$ cat config.mk
export PLATFORM = sky130hd
export DESIGN_NAME = infix_to_prefix_operator_stack
export DESIGN_NICKNAME = d
export VERILOG_FILES = /design/src/rtl/itp_pkg.sv /design/src/rtl/infix_to_prefix_operator_stack.sv /design/src/rtl/itp_ram.sv
export SDC_FILE = /design/constraint.sdc
export NUM_CORES = 1
export LEC_CHECK = 0
export BUFFER_PORTS_ARGS = -buffer_cell sky130_fd_sc_hd__buf_2
export CORE_MARGIN = 4
export CORE_UTILIZATION = 55
export CTS_CLUSTER_DIAMETER = 120
export DETAILED_ROUTE_END_ITERATION = 6
export PLACE_DENSITY = 0.69
export SYNTH_ARGS = -nofsm -noshare
export SYNTH_HDL_FRONTEND = slang
export SYNTH_SLANG_ARGS = --single-unit
$ cat constraint.sdc
create_clock -name clk -period 4.6 [get_ports clk]
set_clock_uncertainty 0.2 [all_clocks]
set_input_delay 0.92 -clock clk [delete_from_list [all_inputs] [get_ports clk]]
set_output_delay 0.92 -clock clk [all_outputs]
set_load 0.05 [all_outputs]
$ cat src/rtl/itp_pkg.sv
// Shared types, character codes and helpers for the infix to prefix operator stack.
`default_nettype none

package itp_pkg;

    // Operator codes as they sit in the stack memory.
    typedef enum logic [2:0] {
        OP_ADD   = 3'd0,
        OP_SUB   = 3'd1,
        OP_MUL   = 3'd2,
        OP_DIV   = 3'd3,
        OP_CLOSE = 3'd4
    } op_t;

    // Latched error codes.
    typedef enum logic [1:0] {
        ERR_NONE     = 2'd0,
        ERR_OVERFLOW = 2'd1,
        ERR_PAREN    = 2'd2
    } err_t;

    localparam logic [7:0] CH_ADD   = 8'h2B;
    localparam logic [7:0] CH_SUB   = 8'h2D;
    localparam logic [7:0] CH_MUL   = 8'h2A;
    localparam logic [7:0] CH_DIV   = 8'h2F;
    localparam logic [7:0] CH_OPEN  = 8'h28;
    localparam logic [7:0] CH_CLOSE = 8'h29;

    // Character that a popped operator code stands for.
    function automatic logic [7:0] op_char(input logic [2:0] code);
        logic [7:0] ch;
        case (code)
            OP_ADD:  ch = CH_ADD;
            OP_SUB:  ch = CH_SUB;
            OP_MUL:  ch = CH_MUL;
            OP_DIV:  ch = CH_DIV;
            default: ch = CH_CLOSE;
        endcase
        return ch;
    endfunction

endpackage

`default_nettype wire

$ cat src/rtl/infix_to_prefix_operator_stack.sv
// Top level of the infix to prefix converter with its operator stack and result buffer.
//
//   Channel  Direction  Handshake              Payload
//   input    in         in_valid / in_stall    in_char, end_of_expr
//   output   out        out_valid / out_stall  out_char, has_char, run_last, expr_done,
//                                              error_code
//
// A request is taken only while the sequencer is idle, so in_stall is high for the
// whole time that one character is being worked on and its results are delivered.
// After a request is accepted the sequencer decodes it, pops each stack entry taken by
// '+', '-', '(' or the end-of-expression flush (a matching ')' counts as popped), pushes
// '+' or '-', notes when '(' or the flush finds the stack empty, settles before a flush
// that follows '*', '/', ')', '+' or '-', finishes, and then delivers each result by a
// buffer read and the output register, or a bare end marker, subject to output stalls;
// the next request is taken once the sequencer is back in idle.
// The single read port of the stack memory sets the one-pop-per-cycle rate.
// Reset clears the stack count, the error latch, the sequencer and the output valid;
// the stack and result memories hold nothing meaningful until written.
//
// Results of one request are first collected in a small buffer, because the error
// code that every result carries is only known once the whole request is handled,
// and the final result has to be marked as such. They are then played out in order.
`default_nettype none

module infix_to_prefix_operator_stack
    import itp_pkg::*;
#(
    parameter int STACK_DEPTH = 32
) (
    input  wire logic       clk,
    input  wire logic       rst_n,

    input  wire logic       in_valid,
    output      logic       in_stall,
    input  wire logic [7:0] in_char,
    input  wire logic       end_of_expr,

    output      logic       out_valid,
    input  wire logic       out_stall,
    output      logic [7:0] out_char,
    output      logic       has_char,
    output      logic       run_last,
    output      logic       expr_done,
    output      logic [1:0] error_code
);

    // Stack memory address and count widths.
    localparam int AW  = $clog2(STACK_DEPTH);
    localparam int CW  = $clog2(STACK_DEPTH + 1);
    // A request yields at most one result more than the stack holds.
    localparam int RES_DEPTH = STACK_DEPTH + 1;
    localparam int RAW = $clog2(RES_DEPTH);
    localparam int RCW = $clog2(RES_DEPTH + 1);

    typedef enum logic [3:0] {
        S_IDLE,
        S_DISPATCH,
        S_PLUS,
        S_OPEN,
        S_SETTLE,
        S_FLUSH,
        S_FINISH,
        S_LOAD,
        S_OUT
    } state_t;

    state_t         state_reg, state_next;
    logic [CW-1:0]  cnt_reg, cnt_next;
    err_t           err_reg, err_next;
    logic [7:0]     char_reg, char_next;
    logic           end_reg, end_next;
    logic [RCW-1:0] rcnt_reg, rcnt_next;
    logic [RAW-1:0] ridx_reg, ridx_next;

    logic           out_valid_reg, out_valid_next;
    logic [7:0]     out_char_reg, out_char_next;
    logic           has_char_reg, has_char_next;
    logic           run_last_reg, run_last_next;
    logic           expr_done_reg, expr_done_next;
    logic [1:0]     error_code_reg, error_code_next;

    // Stack memory ports.
    logic           stk_we;
    logic [AW-1:0]  stk_waddr;
    logic [2:0]     stk_wdata;
    logic [AW-1:0]  stk_raddr;
    logic [2:0]     stk_rdata;
    logic [CW-1:0]  top_idx;

    // Result buffer ports.
    logic           res_we;
    logic [7:0]     res_wdata;
    logic [7:0]     res_rdata;

    logic           stack_empty;
    logic           stack_full;
    logic           top_is_muldiv;
    logic           top_is_close;
    logic [RCW-1:0] rcnt_last;
    logic           in_accept;
    logic           out_accept;

    // The stack is read at the top of the count that the next cycle will have, so
    // after a pop the new top is ready in the cycle after it. A push writes the old read
    // address, which is why a flush that follows a push waits in the settle state.
    assign top_idx   = cnt_next - 1'b1;
    assign stk_raddr = top_idx[AW-1:0];
    assign stk_waddr = cnt_reg[AW-1:0];

    itp_ram #(
        .WIDTH (3),
        .DEPTH (STACK_DEPTH)
    ) u_stack (
        .clk   (clk),
        .we    (stk_we),
        .waddr (stk_waddr),
        .wdata (stk_wdata),
        .raddr (stk_raddr),
        .rdata (stk_rdata)
    );

    itp_ram #(
        .WIDTH (8),
        .DEPTH (RES_DEPTH)
    ) u_results (
        .clk   (clk),
        .we    (res_we),
        .waddr (rcnt_reg[RAW-1:0]),
        .wdata (res_wdata),
        .raddr (ridx_next),
        .rdata (res_rdata)
    );

    assign stack_empty   = (cnt_reg == '0);
    assign stack_full    = (cnt_reg == CW'(STACK_DEPTH));
    assign top_is_muldiv = !stack_empty &&
                           (stk_rdata == OP_MUL || stk_rdata == OP_DIV);
    assign top_is_close  = !stack_empty && (stk_rdata == OP_CLOSE);
    assign rcnt_last     = rcnt_reg - 1'b1;

    assign in_stall   = (state_reg != S_IDLE);
    assign in_accept  = in_valid && !in_stall;
    assign out_accept = out_valid_reg && !out_stall;

    always_comb
    begin
        state_next      = state_reg;
        cnt_next        = cnt_reg;
        err_next        = err_reg;
        char_next       = char_reg;
        end_next        = end_reg;
        rcnt_next       = rcnt_reg;
        ridx_next       = ridx_reg;
        out_valid_next  = out_valid_reg;
        out_char_next   = out_char_reg;
        has_char_next   = has_char_reg;
        run_last_next   = run_last_reg;
        expr_done_next  = expr_done_reg;
        error_code_next = error_code_reg;
        stk_we          = 1'b0;
        stk_wdata       = OP_ADD;
        res_we          = 1'b0;
        res_wdata       = op_char(stk_rdata);

        unique case (state_reg)
            S_IDLE:
            begin
                if (in_accept)
                begin
                    char_next  = in_char;
                    end_next   = end_of_expr;
                    rcnt_next  = '0;
                    state_next = S_DISPATCH;
                end
            end

            S_DISPATCH:
            begin
                case (char_reg) inside
                    CH_MUL, CH_DIV, CH_CLOSE:
                    begin
                        if (stack_full)
                        begin
                            if (err_reg == ERR_NONE)
                            begin
                                err_next = ERR_OVERFLOW;
                            end
                        end
                        else
                        begin
                            stk_we   = 1'b1;
                            cnt_next = cnt_reg + 1'b1;
                        end
                        if (char_reg == CH_MUL)
                        begin
                            stk_wdata = OP_MUL;
                        end
                        else if (char_reg == CH_DIV)
                        begin
                            stk_wdata = OP_DIV;
                        end
                        else
                        begin
                            stk_wdata = OP_CLOSE;
                        end
                        state_next = end_reg ? S_SETTLE : S_FINISH;
                    end
                    CH_ADD, CH_SUB:
                    begin
                        state_next = S_PLUS;
                    end
                    CH_OPEN:
                    begin
                        state_next = S_OPEN;
                    end
                    default:
                    begin
                        // Anything else is an operand and goes straight out.
                        res_we     = 1'b1;
                        res_wdata  = char_reg;
                        rcnt_next  = rcnt_reg + 1'b1;
                        state_next = end_reg ? S_FLUSH : S_FINISH;
                    end
                endcase
            end

            S_PLUS:
            begin
                if (top_is_muldiv)
                begin
                    res_we    = 1'b1;
                    rcnt_next = rcnt_reg + 1'b1;
                    cnt_next  = cnt_reg - 1'b1;
                end
                else
                begin
                    if (stack_full)
                    begin
                        if (err_reg == ERR_NONE)
                        begin
                            err_next = ERR_OVERFLOW;
                        end
                    end
                    else
                    begin
                        stk_we   = 1'b1;
                        cnt_next = cnt_reg + 1'b1;
                    end
                    stk_wdata  = (char_reg == CH_ADD) ? OP_ADD : OP_SUB;
                    state_next = end_reg ? S_SETTLE : S_FINISH;
                end
            end

            S_OPEN:
            begin
                if (stack_empty)
                begin
                    if (err_reg == ERR_NONE)
                    begin
                        err_next = ERR_PAREN;
                    end
                    state_next = end_reg ? S_FLUSH : S_FINISH;
                end
                else if (top_is_close)
                begin
                    cnt_next   = cnt_reg - 1'b1;
                    state_next = end_reg ? S_FLUSH : S_FINISH;
                end
                else
                begin
                    res_we    = 1'b1;
                    rcnt_next = rcnt_reg + 1'b1;
                    cnt_next  = cnt_reg - 1'b1;
                end
            end

            S_SETTLE:
            begin
                state_next = S_FLUSH;
            end

            S_FLUSH:
            begin
                if (stack_empty)
                begin
                    state_next = S_FINISH;
                end
                else if (top_is_close)
                begin
                    // A close left over at the end is dropped and flagged.
                    cnt_next = cnt_reg - 1'b1;
                    if (err_reg == ERR_NONE)
                    begin
                        err_next = ERR_PAREN;
                    end
                end
                else
                begin
                    res_we    = 1'b1;
                    rcnt_next = rcnt_reg + 1'b1;
                    cnt_next  = cnt_reg - 1'b1;
                end
            end

            S_FINISH:
            begin
                if (rcnt_reg != '0)
                begin
                    ridx_next  = '0;
                    state_next = S_LOAD;
                end
                else if (end_reg)
                begin
                    // An end that produced no character still closes the expression.
                    out_valid_next  = 1'b1;
                    out_char_next   = '0;
                    has_char_next   = 1'b0;
                    run_last_next   = 1'b1;
                    expr_done_next  = 1'b1;
                    error_code_next = err_reg;
                    state_next      = S_OUT;
                end
                else
                begin
                    state_next = S_IDLE;
                end
            end

            S_LOAD:
            begin
                out_valid_next  = 1'b1;
                out_char_next   = res_rdata;
                has_char_next   = 1'b1;
                run_last_next   = (RCW'(ridx_reg) == rcnt_last);
                expr_done_next  = (RCW'(ridx_reg) == rcnt_last) && end_reg;
                error_code_next = err_reg;
                state_next      = S_OUT;
            end

            S_OUT:
            begin
                if (out_accept)
                begin
                    out_valid_next = 1'b0;
                    if (run_last_reg)
                    begin
                        if (end_reg)
                        begin
                            err_next = ERR_NONE;
                        end
                        state_next = S_IDLE;
                    end
                    else
                    begin
                        ridx_next  = ridx_reg + 1'b1;
                        state_next = S_LOAD;
                    end
                end
            end

            default:
            begin
                state_next = S_IDLE;
            end
        endcase
    end

    always_ff @(posedge clk or negedge rst_n)
    begin
        if (!rst_n)
        begin
            state_reg      <= S_IDLE;
            cnt_reg        <= '0;
            err_reg        <= ERR_NONE;
            char_reg       <= '0;
            end_reg        <= 1'b0;
            rcnt_reg       <= '0;
            ridx_reg       <= '0;
            out_valid_reg  <= 1'b0;
            out_char_reg   <= '0;
            has_char_reg   <= 1'b0;
            run_last_reg   <= 1'b0;
            expr_done_reg  <= 1'b0;
            error_code_reg <= '0;
        end
        else
        begin
            state_reg      <= state_next;
            cnt_reg        <= cnt_next;
            err_reg        <= err_next;
            char_reg       <= char_next;
            end_reg        <= end_next;
            rcnt_reg       <= rcnt_next;
            ridx_reg       <= ridx_next;
            out_valid_reg  <= out_valid_next;
            out_char_reg   <= out_char_next;
            has_char_reg   <= has_char_next;
            run_last_reg   <= run_last_next;
            expr_done_reg  <= expr_done_next;
            error_code_reg <= error_code_next;
        end
    end

    assign out_valid  = out_valid_reg;
    assign out_char   = out_char_reg;
    assign has_char   = has_char_reg;
    assign run_last   = run_last_reg;
    assign expr_done  = expr_done_reg;
    assign error_code = error_code_reg;

    // A new request is never taken while a result is still on offer.
    a_no_accept_while_output: assert property (@(posedge clk) disable iff (!rst_n)
        !in_stall |-> !out_valid)
        else $error("input ready while a result is pending");

    // The stack count never goes past the stack depth.
    a_count_bound: assert property (@(posedge clk) disable iff (!rst_n)
        cnt_reg <= CW'(STACK_DEPTH))
        else $error("stack count beyond depth");

    // The end of an expression is always the final result of its request.
    a_done_is_last: assert property (@(posedge clk) disable iff (!rst_n)
        out_valid && expr_done |-> run_last)
        else $error("expression end not marked as last result");

    // Once the end of an expression is delivered, the stack and the error are clear.
    a_clean_after_end: assert property (@(posedge clk) disable iff (!rst_n)
        out_valid && !out_stall && expr_done |=> cnt_reg == '0 && err_reg == ERR_NONE)
        else $error("state not cleared after end of expression");

endmodule

`default_nettype wire

$ cat src/rtl/itp_ram.sv
// Generic single-write, single-read RAM with registered read data.
`default_nettype none

module itp_ram #(
    parameter int WIDTH = 8,
    parameter int DEPTH = 32
) (
    input  wire logic                     clk,
    input  wire logic                     we,
    input  wire logic [$clog2(DEPTH)-1:0] waddr,
    input  wire logic [WIDTH-1:0]         wdata,
    input  wire logic [$clog2(DEPTH)-1:0] raddr,
    output      logic [WIDTH-1:0]         rdata
);

    logic [WIDTH-1:0] mem [DEPTH];

    // Read returns the old contents when both ports hit the same address.
    always_ff @(posedge clk)
    begin
        if (we)
        begin
            mem[waddr] <= wdata;
        end
        rdata <= mem[raddr];
    end

endmodule

`default_nettype wire
Yosys cells after proc, flatten, opt, wreduce, memory -nomap -nowiden
Memory sizes are Yosys's and may differ from the RTL's. A register that Yosys moved wholly into a read port is not among the register bits.
Index checks and enable logic that the tools add are counted.
{ "word_totals": {"regBits": 47, "mem_bits_rw": 360, "inputBits": 13, "output_inout_bits": 15, "wordCells": 173, "mem_count": 2} }
{ "op_classes": {"n_addsub": 6, "eq_ne": 39, "mux": 85, "n_reduce_logical": 28} }
{ "memory_table": {"columns": ["memory", "depth", "word_bits", "rd", "rd_ports_with_merged_regs", "wr", "line", "text"], "rows": [
  ["u_results.mem", 33, 8, 1, 1, 1, "itp_ram.sv:16", "logic [WIDTH-1:0] mem [DEPTH];"],
  ["u_stack.mem", 32, 3, 1, 1, 1, "itp_ram.sv:16", null]
]} }
{ "op_table": {"columns": ["cell", "n"], "rows": [
  ["$mux 6", 14],
  ["$eq 8x6->1 const B", 6],
  ["$mux 8", 6],
  ["$ne 2x2->1 const B", 18],
  ["$pmux 4 s9", 1],
  ["$mux 4", 8],
  ["$mux 2", 15],
  ["$pmux 6 s4", 1],
  ["$mux 3", 7],
  ["$mux 1", 20],
  ["$add 6x1->6 const B", 3],
  ["$pmux 6 s3", 1],
  ["$eq 4x3->1 const B", 4],
  ["$pmux 8 s2", 1],
  ["$pmux 3 s4", 1],
  ["$pmux 6 s2", 1],
  ["$sub 6x1->6 const B", 2],
  ["$pmux 2 s5", 1],
  ["$reduce_and 9->1", 1],
  ["$eq 4x2->1 const B", 2],
  ["$pmux 1 s2", 4],
  ["$reduce_and 8->1", 1],
  ["$reduce_bool 4->1", 2],
  ["$eq 3x2->1 const B", 2],
  ["other kinds (28)", 36]
]} }

Logic depth before layout (Yosys ltp)
Gate-level depths: netlist (run 1).
{ "depth": {"word_depth": 8, "ltp_mapped": 16, "mapped_depth_nobuf": 14} }

Cells and area by module
From an unflattened synthesis (run 1), not the netlist that was laid out.
{ "hier_totals": {"hier_cells": 1121, "area_unflattened_um2": 17763.3} }
{ "modules_own_cells": {"columns": ["module", "instances", "cells_per_inst", "area_each_um2"], "rows": [
  ["itp_ram at u_results", 1, 602, 10759.1],
  ["itp_ram at u_stack", 1, 186, 3915.0],
  ["infix_to_prefix_operator_stack", 1, 333, 3089.2]
]} }

Least setup slack after synthesis (run 1)
No wires, ideal clock.
{ "synth_path": {"path_kind": "register -> register", "start": "register cnt_reg[0]", "end": "register u_stack.rdata[1] (read register of u_stack.mem)", "arrival_ns": 3.883, "t_required_ns": 4.269, "path_slack_ns": 0.387, "path_stages_with_launch": 17, "path_buffers": 3, "cell_sequence": "dfrtp_1 -> inv_1 -> ha_1 -> or4b_4 -> o21ai_2 -> a2bb2oi_2 -> o21a_2 -> xnor2_4 -> inv_2 -> buf_6 -> ha_1 -> buf_1 -> clkbuf_1 -> mux4_2 -> mux2_2 -> nor3b_1 -> nor4_1"} }
{ "synth_via": {"elab_chain_len": 6} }
{ "synth_rtl": {"columns": ["item", "line", "text"], "rows": [
  ["from (decl)", "infix_to_prefix_operator_stack.sv:68", "logic [CW-1:0] cnt_reg, cnt_next;"],
  ["from (signal assigned)", "infix_to_prefix_operator_stack.sv:389", "cnt_reg <= cnt_next;"],
  ["parallel branches: the longest is 4 deep, another holds $add 6x1->6", null, null],
  ["$pmux 6 s3 *", "infix_to_prefix_operator_stack.sv:165", "unique case (state_reg)"],
  ["net cnt_next[0]", "infix_to_prefix_operator_stack.sv:68", null],
  ["$sub 5x1->5 *", "infix_to_prefix_operator_stack.sv:106", "assign top_idx = cnt_next - 1'b1;"],
  ["to (decl)", "itp_ram.sv:13", "output logic [WIDTH-1:0] rdata"]
]} }
Mark *: on every way through the listed nets, which the timed path passes.
A chain may end at the register's enable or synchronous reset.

Final worst setup path (run 1)
{ "layout_path": {"start": "register rcnt_reg[0]", "end": "register u_results.rdata[7] (read register of u_results.mem)"} }
{ "layout_via": {"elab_chain_len": 3} }
{ "layout_rtl": {"columns": ["item", "line", "text"], "rows": [
  ["from (decl)", "infix_to_prefix_operator_stack.sv:72", "logic [RCW-1:0] rcnt_reg, rcnt_next;"],
  ["from (signal assigned)", "infix_to_prefix_operator_stack.sv:393", "rcnt_reg <= rcnt_next;"],
  ["$reduce_bool 6->1", "infix_to_prefix_operator_stack.sv:307", "if (rcnt_reg != '0)"],
  ["$mux 6", "infix_to_prefix_operator_stack.sv:307", null],
  ["$pmux 6 s2", "infix_to_prefix_operator_stack.sv:165", null],
  ["net ridx_next[4]", "infix_to_prefix_operator_stack.sv:73", "logic [RAW-1:0] ridx_reg, ridx_next;"],
  ["to (decl)", "itp_ram.sv:13", null]
]} }
The timed path passes the listed nets, and every way through them passes these cells.

==> out/results.ini, run 1 <==
[status]
status = complete, no violations

[sta]
slew_violations = 0
hold_viol_final = 0
rsz0062_at_grt = false
min_period_ns = 4.35
hold_slack_ns = 0.257
fmax_mhz = 230
tightestPinTransition_ns = 1.22
layout_setup_ws_ns = 0.246
setup_viol_count_final = 0
finalSetupTns_ns = 0
fin_crit_sh_pct = 94.7
slew_headroom_pct = 18.4

[yosys]
synthCells = 1393
seq_area_frac_synth_pct = 68.0
synth_area_sq_um = 18000
ys_types = 77
synth.area.top_cells = edfxtp_1, dfrtp_1, nand2_1
yosys_warnings = 0
synth_top_area_cell = edfxtp_1
synth.top_cell.area_share_pct = 60.2
avgSynthCellArea_sq_um = 12.9
synth_nets = 1416
ys.flop_type = edfxtp_1
synth_edf_count = 360
synth-seq-cells = 418
ys_async_sr_fraction_pct = 11.2

[power_and_ir_drop]
irDropWorstVdd_uv = 545
power.density_nw_per_um2 = 677
leakagePower_nw = 7.39

[die]
die_area_sq_um = 35600
initial_utilization_pct = 56.3
die_w_microns = 189
ios = 28
design.core.area_sq_um = 31900
rows = 65
die_height_microns = 189

[worst_setup_path]
crit_family = simple AND/OR/NAND/NOR gates
path_class = reg2reg
crit_slowest_cell = nor4_1
arrival_ns = 4.63
r2r_slack_ns = 0.25
endpoint = u_results.rdata[7]
worst-path-max-fanout = 9
startpoint = rcnt_reg[0]
critPathCaptureType = flip-flop
max_stage_delay_ns = 0.88
critical_path.cell_chain = inv_1, ha_1, or4b_1, o21ai_1, a21o_1, o22ai_1, inv_2, nor2_1, nand2_1, nor3_1, nor4_1, a41o_1
rr_startpoint = rcnt_reg[0]
regToRegEndpoint = u_results.rdata[7]
worst-path-stages = 12
worstPathRequired_ns = 4.88
critPathLaunchType = flip-flop
critPathBufInv = 2
ff2ff_path_depth = 12

[finish]
num-fill-cells = 2374
regMostFlops = u_results.mem
seq_area_sq_um = 12200
post-route-cell-area_sq_um = 20300
drive_above_1_share_pct = 15.3
syn_to_final_growth_pct = 13.2
fin_nets = 1475
final_util_pct = 63.8
multiInputGateArea_sq_um = 5360
largest_registers = u_results.mem x264, u_stack.mem x96
largest_reg_flops = 264

[detailed_routing]
drc = 0
firstDrtPassIters = 6
wl_microns = 43300
viasPerCell = 6.12
ant_nets = 0
vias = 11763
first_iter_violations = 1236
wl_per_cell_microns = 22.5

[global_route]
grt_use_met1_pct = 33.0
grt_use_met3_pct = 3.58
antenna_found_initial = 2
grt_usage_pct = 24.3
grt_first_pass_wirelength_microns = 67200
top_usage_layer = met2
globalRouteMet2Util_pct = 39.8
grt_remaining_overflow = 0
grt_pass1_vias = 11507
grt_max_degree = 51

[place]
placed_area_sq_um = 18900
gp_congestion = 0.907
port_buffers = 27
hpwlAfterDp_microns = 27700
post-place-ws_ns = 0.165

[clock_network]
cts.sinks = 418
post_cts_buffers = 0
cts-buffers-inserted = 43
cts_hold_buf = 0
cts_buffer_depth = 3
clk_latency_ns = 0.53
cts_tree = built
cts-resized-gates = 0
cts-root-buf = clkbuf_16
h-tree-depth = 2
clk_pin_slew_ns = 0.07

[worst_hold_path]
hold_class = reg2reg

[job]
drv_cap = 0

## stage by stage
stage                     cells  power (W)
after floorplan            1393    0.00876
after global placement     1842     0.0102
after detailed placement   1842     0.0103
after CTS                  1921     0.0138
after global routing       1922     0.0145
final                      1922     0.0138
## where the power goes
group | internal [W] | total, W | switching, W
Clock | 0.00214 | 0.00354 | 0.00140
Sequential | 0.00475 | 0.00501 | 0.000259
Combinational | 0.00201 | 0.00522 | 0.00322
Total | 0.00889 | 0.0138 | 0.00488
## cell usage after synthesis, types with 17 or more instances
cell / n
mux4_2: 26
clkbuf_1: 57
and3_1: 33
nand2_1: 225
o21ai_0: 17
nand3_1: 52
a31oi_1: 56
nor2_1: 104
inv_1: 23
nor3_1: 45
edfxtp_1: 360
a21oi_1: 92
dfrtp_1: 47
## placed cells by master (no fill, tap or decap), types with 10 or more instances in the layout
master / Yosys / routed
mux2i_1: 14 / 14
edfxtp_1: 360 / 360
nand2_1: 225 / 225
a21oi_1: 92 / 90
nand3_1: 52 / 52
dfrtp_1: 47 / 47
xnor2_1: 14 / 14
a31oi_1: 56 / 55
mux4_2: 26 / 26
o21ai_0: 17 / 17
mux2_2: 15 / 15
clkinv_2: 0 / 10
ha_1: 10 / 10
dfxtp_1: 11 / 11
nor3_1: 45 / 45
buf_4: 1 / 59
and3_1: 33 / 33
clkbuf_16: 0 / 45
inv_1: 23 / 23
buf_2: 15 / 27
nor2_1: 104 / 103
and2_1: 13 / 13
a22o_1: 11 / 11
## kinds of logic (layout without fill, tap and decap cells)
logic type / after synthesis / after routing / synth area share [%]
AOI/OAI and AO/OA: 255 / 255 / 9.25
muxes: 55 / 55 / 4.98
and+or+nand+nor: 528 / 528 / 13.5
xor gates and xnor gates: 21 / 21 / 1.17
adders and majority gates: 10 / 10 / 0.697
DFF: 418 / 418 / 68.0
buffers and inverters: 106 / 199 / 2.42
other: 0 / 1 / 0
## worst min-delay path by stage
stage / startpoint / end / slack (ns) / cells after the start
after floorplan: u_results.mem[32][6] / u_results.rdata[6] / 0.23 / 1
after global placement: u_results.mem[32][6] / u_results.rdata[6] / 0.23 / 1
after detailed placement: u_results.mem[32][6] / u_results.rdata[6] / 0.25 / 1
after CTS: u_results.mem[32][6] / u_results.rdata[6] / 0.26 / 1
after global routing: u_results.mem[32][6] / u_results.rdata[6] / 0.27 / 1
final: u_results.mem[32][6] / u_results.rdata[6] / 0.26 / 1
## layer usage
layer | vias up | wire length, microns
met2 | 508 | 20900
met1 | 5807 | 17500
met4 | 0 | 1810
met5 | - | 0
li1 | 5342 | -
met3 | 106 | 3090
## area by class of cell
class / instances / area share [%]
flip-flops and latches: 418 / 60.0
multi-input cells: 869 / 26.3
clock buffers: 55 / 5.97
clock inverters: 24 / 1.17
diodes: 1 / 0.0123
inverters: 30 / 0.554
well taps: 435 / 2.68
repair buffers: 90 / 3.24
Power figures use the tool's default switching activity.
==> run 2: changes to the inputs <==
--- a/config.mk
+++ b/config.mk
@@ -6,11 +6,10 @@
 export NUM_CORES = 1
 export LEC_CHECK = 0
 export BUFFER_PORTS_ARGS = -buffer_cell sky130_fd_sc_hd__buf_2
-export CORE_MARGIN = 4
-export CORE_UTILIZATION = 55
+export CORE_UTILIZATION = 27
 export CTS_CLUSTER_DIAMETER = 120
 export DETAILED_ROUTE_END_ITERATION = 6
-export PLACE_DENSITY = 0.69
+export PLACE_DENSITY = 0.39
 export SYNTH_ARGS = -nofsm -noshare
 export SYNTH_HDL_FRONTEND = slang
 export SYNTH_SLANG_ARGS = --single-unit
==> run 2 against run 1 <==
Combinational power increased by 3%; power increased by 5.1%; final cell count increased by 24%; worst setup slack improved by 0.0020 ns; fmax about the same; sequential power increased by 0.8%; via count decreased by 0.17%; sequential share of layout area decreased by 2.8 points; worst hold slack got worse by 0.12 ns; critical path type unchanged; largest power group unchanged.
==> out/results.ini, run 2 (synthesis gave the netlist of run 1 again) <==
[status]
status = complete, no violations

[sta]
fin_crit_sh_pct = 94.6  ; about the same
tightestPinTransition_ns = 1.26  ; +0.0405 ns
fmax_mhz = 230  ; about the same
finalSetupTns_ns = 0  ; unchanged
min_period_ns = 4.35  ; -0.00205 ns
setup_viol_count_final = 0  ; unchanged
rsz0062_at_grt = false
slew_violations = 0  ; unchanged
layout_setup_ws_ns = 0.248  ; +0.00205 ns
hold_viol_final = 0  ; unchanged
slew_headroom_pct = 15.7  ; -2.7 points

[detailed_routing]
ant_nets = 0  ; unchanged
first_iter_violations = 1061  ; -14%
wl_microns = 53500  ; +24%
wl_per_cell_microns = 22.4  ; -0.56%
vias = 11743  ; -0.17%
drc = 0  ; unchanged
firstDrtPassIters = 5  ; -1
viasPerCell = 4.91  ; -20%

[worst_setup_path]
critPathCaptureType = flip-flop
critPathLaunchType = flip-flop
path_class = reg2reg
arrival_ns = 4.62  ; about the same
worst-path-max-fanout = 24  ; +15
worstPathRequired_ns = 4.87  ; about the same

[power_and_ir_drop]
leakagePower_nw = 7.66  ; +3.5%
p_seq_share_pct = 34.9  ; -1.5 points
netSwitchingFraction_pct = 36.7  ; +1.3 points
p_switching_w = 0.00531  ; +8.8%
clockPowerShare_pct = 27.8  ; +2.1 points
irDropWorstVdd_uv = 536  ; -1.6%
intPower_w = 0.00916  ; +3.0%
combPwrFrac_pct = 37.3  ; -0.6 points
power.density_nw_per_um2 = 678  ; +0.12%

[clock_network]
cts-root-buf = clkbuf_16
cts-resized-gates = 0  ; unchanged
clk_latency_ns = 0.60  ; +0.07 ns
cts_tree = built
cts_buffer_depth = 3  ; unchanged
h-tree-depth = 2  ; unchanged
cts.sinks = 418  ; unchanged
cts-buffers-inserted = 48  ; +12%
clk_pin_slew_ns = 0.06  ; about the same
post_cts_buffers = 0  ; unchanged
cts_hold_buf = 0  ; unchanged

[global_route]
grt_max_degree = 53  ; +3.9%
top_usage_layer = met2
grt_first_pass_wirelength_microns = 79700  ; +19%
grt_pass1_vias = 11857  ; +3.0%
grt_use_met3_pct = 2.63  ; -0.94 points
grt_remaining_overflow = 0  ; unchanged
grt_use_met1_pct = 22.9  ; -10 points
grt_usage_pct = 16.0  ; -8.3 points
globalRouteMet2Util_pct = 24.8  ; -15 points
antenna_found_initial = 2  ; unchanged

[place]
gp_congestion = 0.833  ; -8.1%
port_buffers = 27  ; unchanged
hpwlAfterDp_microns = 35500  ; +28%
post-place-ws_ns = 0.210  ; +0.0443 ns

[die]
die_area_sq_um = 67600  ; +90%
ios = 28  ; unchanged
initial_utilization_pct = 27.3  ; -29 points
die_height_microns = 260  ; +38%
die_w_microns = 260  ; +38%
design.core.area_sq_um = 65700  ; +110%
rows = 94  ; +45%

[finish]
multiInputGateArea_sq_um = 5380  ; +0.35%
regMostFlops = u_results.mem
drive_above_1_share_pct = 17.6  ; +2.3 points
num-fill-cells = 6507  ; +170%
seq_area_sq_um = 12200  ; unchanged
largest_reg_flops = 264  ; unchanged
mostFrequentLayoutCells = edfxtp_1, nand2_1, nor2_1, a21oi_1, buf_4
largest_registers = u_results.mem x264, u_stack.mem x96
syn_to_final_growth_pct = 18.8
final_common_cell = edfxtp_1
fin_nets = 1508  ; +2.2%

[worst_hold_path]
hold_class = in2async

[job]
drv_cap = 0  ; unchanged

## run 2: changes by cell type in the layout (fill, tap and decap cells not counted), sizes merged
cell and change:
clkinv -6, inv +3, clkbuf +13, bufinv +1, buf +28
## run 2: layer usage
metal / routed length [microns] / share of wire [%]
met5: 0 / 0
met4: 1010 / 1.9
met3: 2560 / 4.8
met2: 24400 / 46
met1: 25600 / 48
## run 2: worst max-delay path, stage by stage, from the launching register on
cell and delay, ns:
dfrtp_1 0.58, or4b_1 0.66, a211o_1 0.31, nand3_1 0.21
a21oi_1 0.12, o221ai_1 0.37, inv_1 0.09, ha_1 0.29
buf_4 0.35, mux4_2 0.35, nor2b_1 0.15, a2111oi_0 0.46
nor4_1 0.08
## run 2: per-stage QoR
| stage | cell area [sq um] | hold slack [ns] | util (%) | power (W) | instances |
|---|---|---|---|---|---|
| detailed placement | 19700 | 0.243 | 29.9 | 0.0106 | 2299 |
| floorplan | 18000 | 0.228 | - | 0.00876 | 1393 |
| CTS | 21300 | 0.124 | 32.5 | 0.0147 | 2389 |
| global route | 21300 | 0.162 | 32.5 | 0.0152 | 2389 |
| global placement | 19700 | 0.241 | 29.9 | 0.0106 | 2299 |
| finish | 21300 | 0.135 | 32.5 | 0.0145 | 2390 |
## run 2: worst paths after layout
path | from | endpoint | slack [ns] | depth (start not counted)
setup / recovery | state_reg[2] | u_stack.rdata[1] | 0.25 | 12
hold / removal | rst_n | cnt_reg[2] | 0.13 | 1
setup reg to reg | state_reg[2] | u_stack.rdata[1] | 0.25 | 12
hold reg to reg | u_results.mem[32][6] | u_results.rdata[6] | 0.26 | 1
max in group asynchronous | rst_n | char_reg[6] | 3.22 | 2
min in group clk | u_results.mem[32][6] | u_results.rdata[6] | 0.26 | 1
## run 2: power groups by stage
stage	Combinational [W]	Sequential, W	Clock, W
floorplan	0.00360	0.00516	0
global placement	0.00545	0.00512	0
detailed placement	0.00548	0.00512	0
CTS	0.00549	0.00505	0.00414
global route	0.00586	0.00509	0.00427
finish	0.00539	0.00505	0.00403
## run 2: area by class of cell
type                    count  area share, %
inverters                  30          0.528
repair buffers            118           4.19
flip-flops and latches    418           57.2
clock inverters            22           1.41
clock buffers              68           6.41
diodes                      1         0.0117
multi-input cells         869           25.2
well taps                 864           5.07
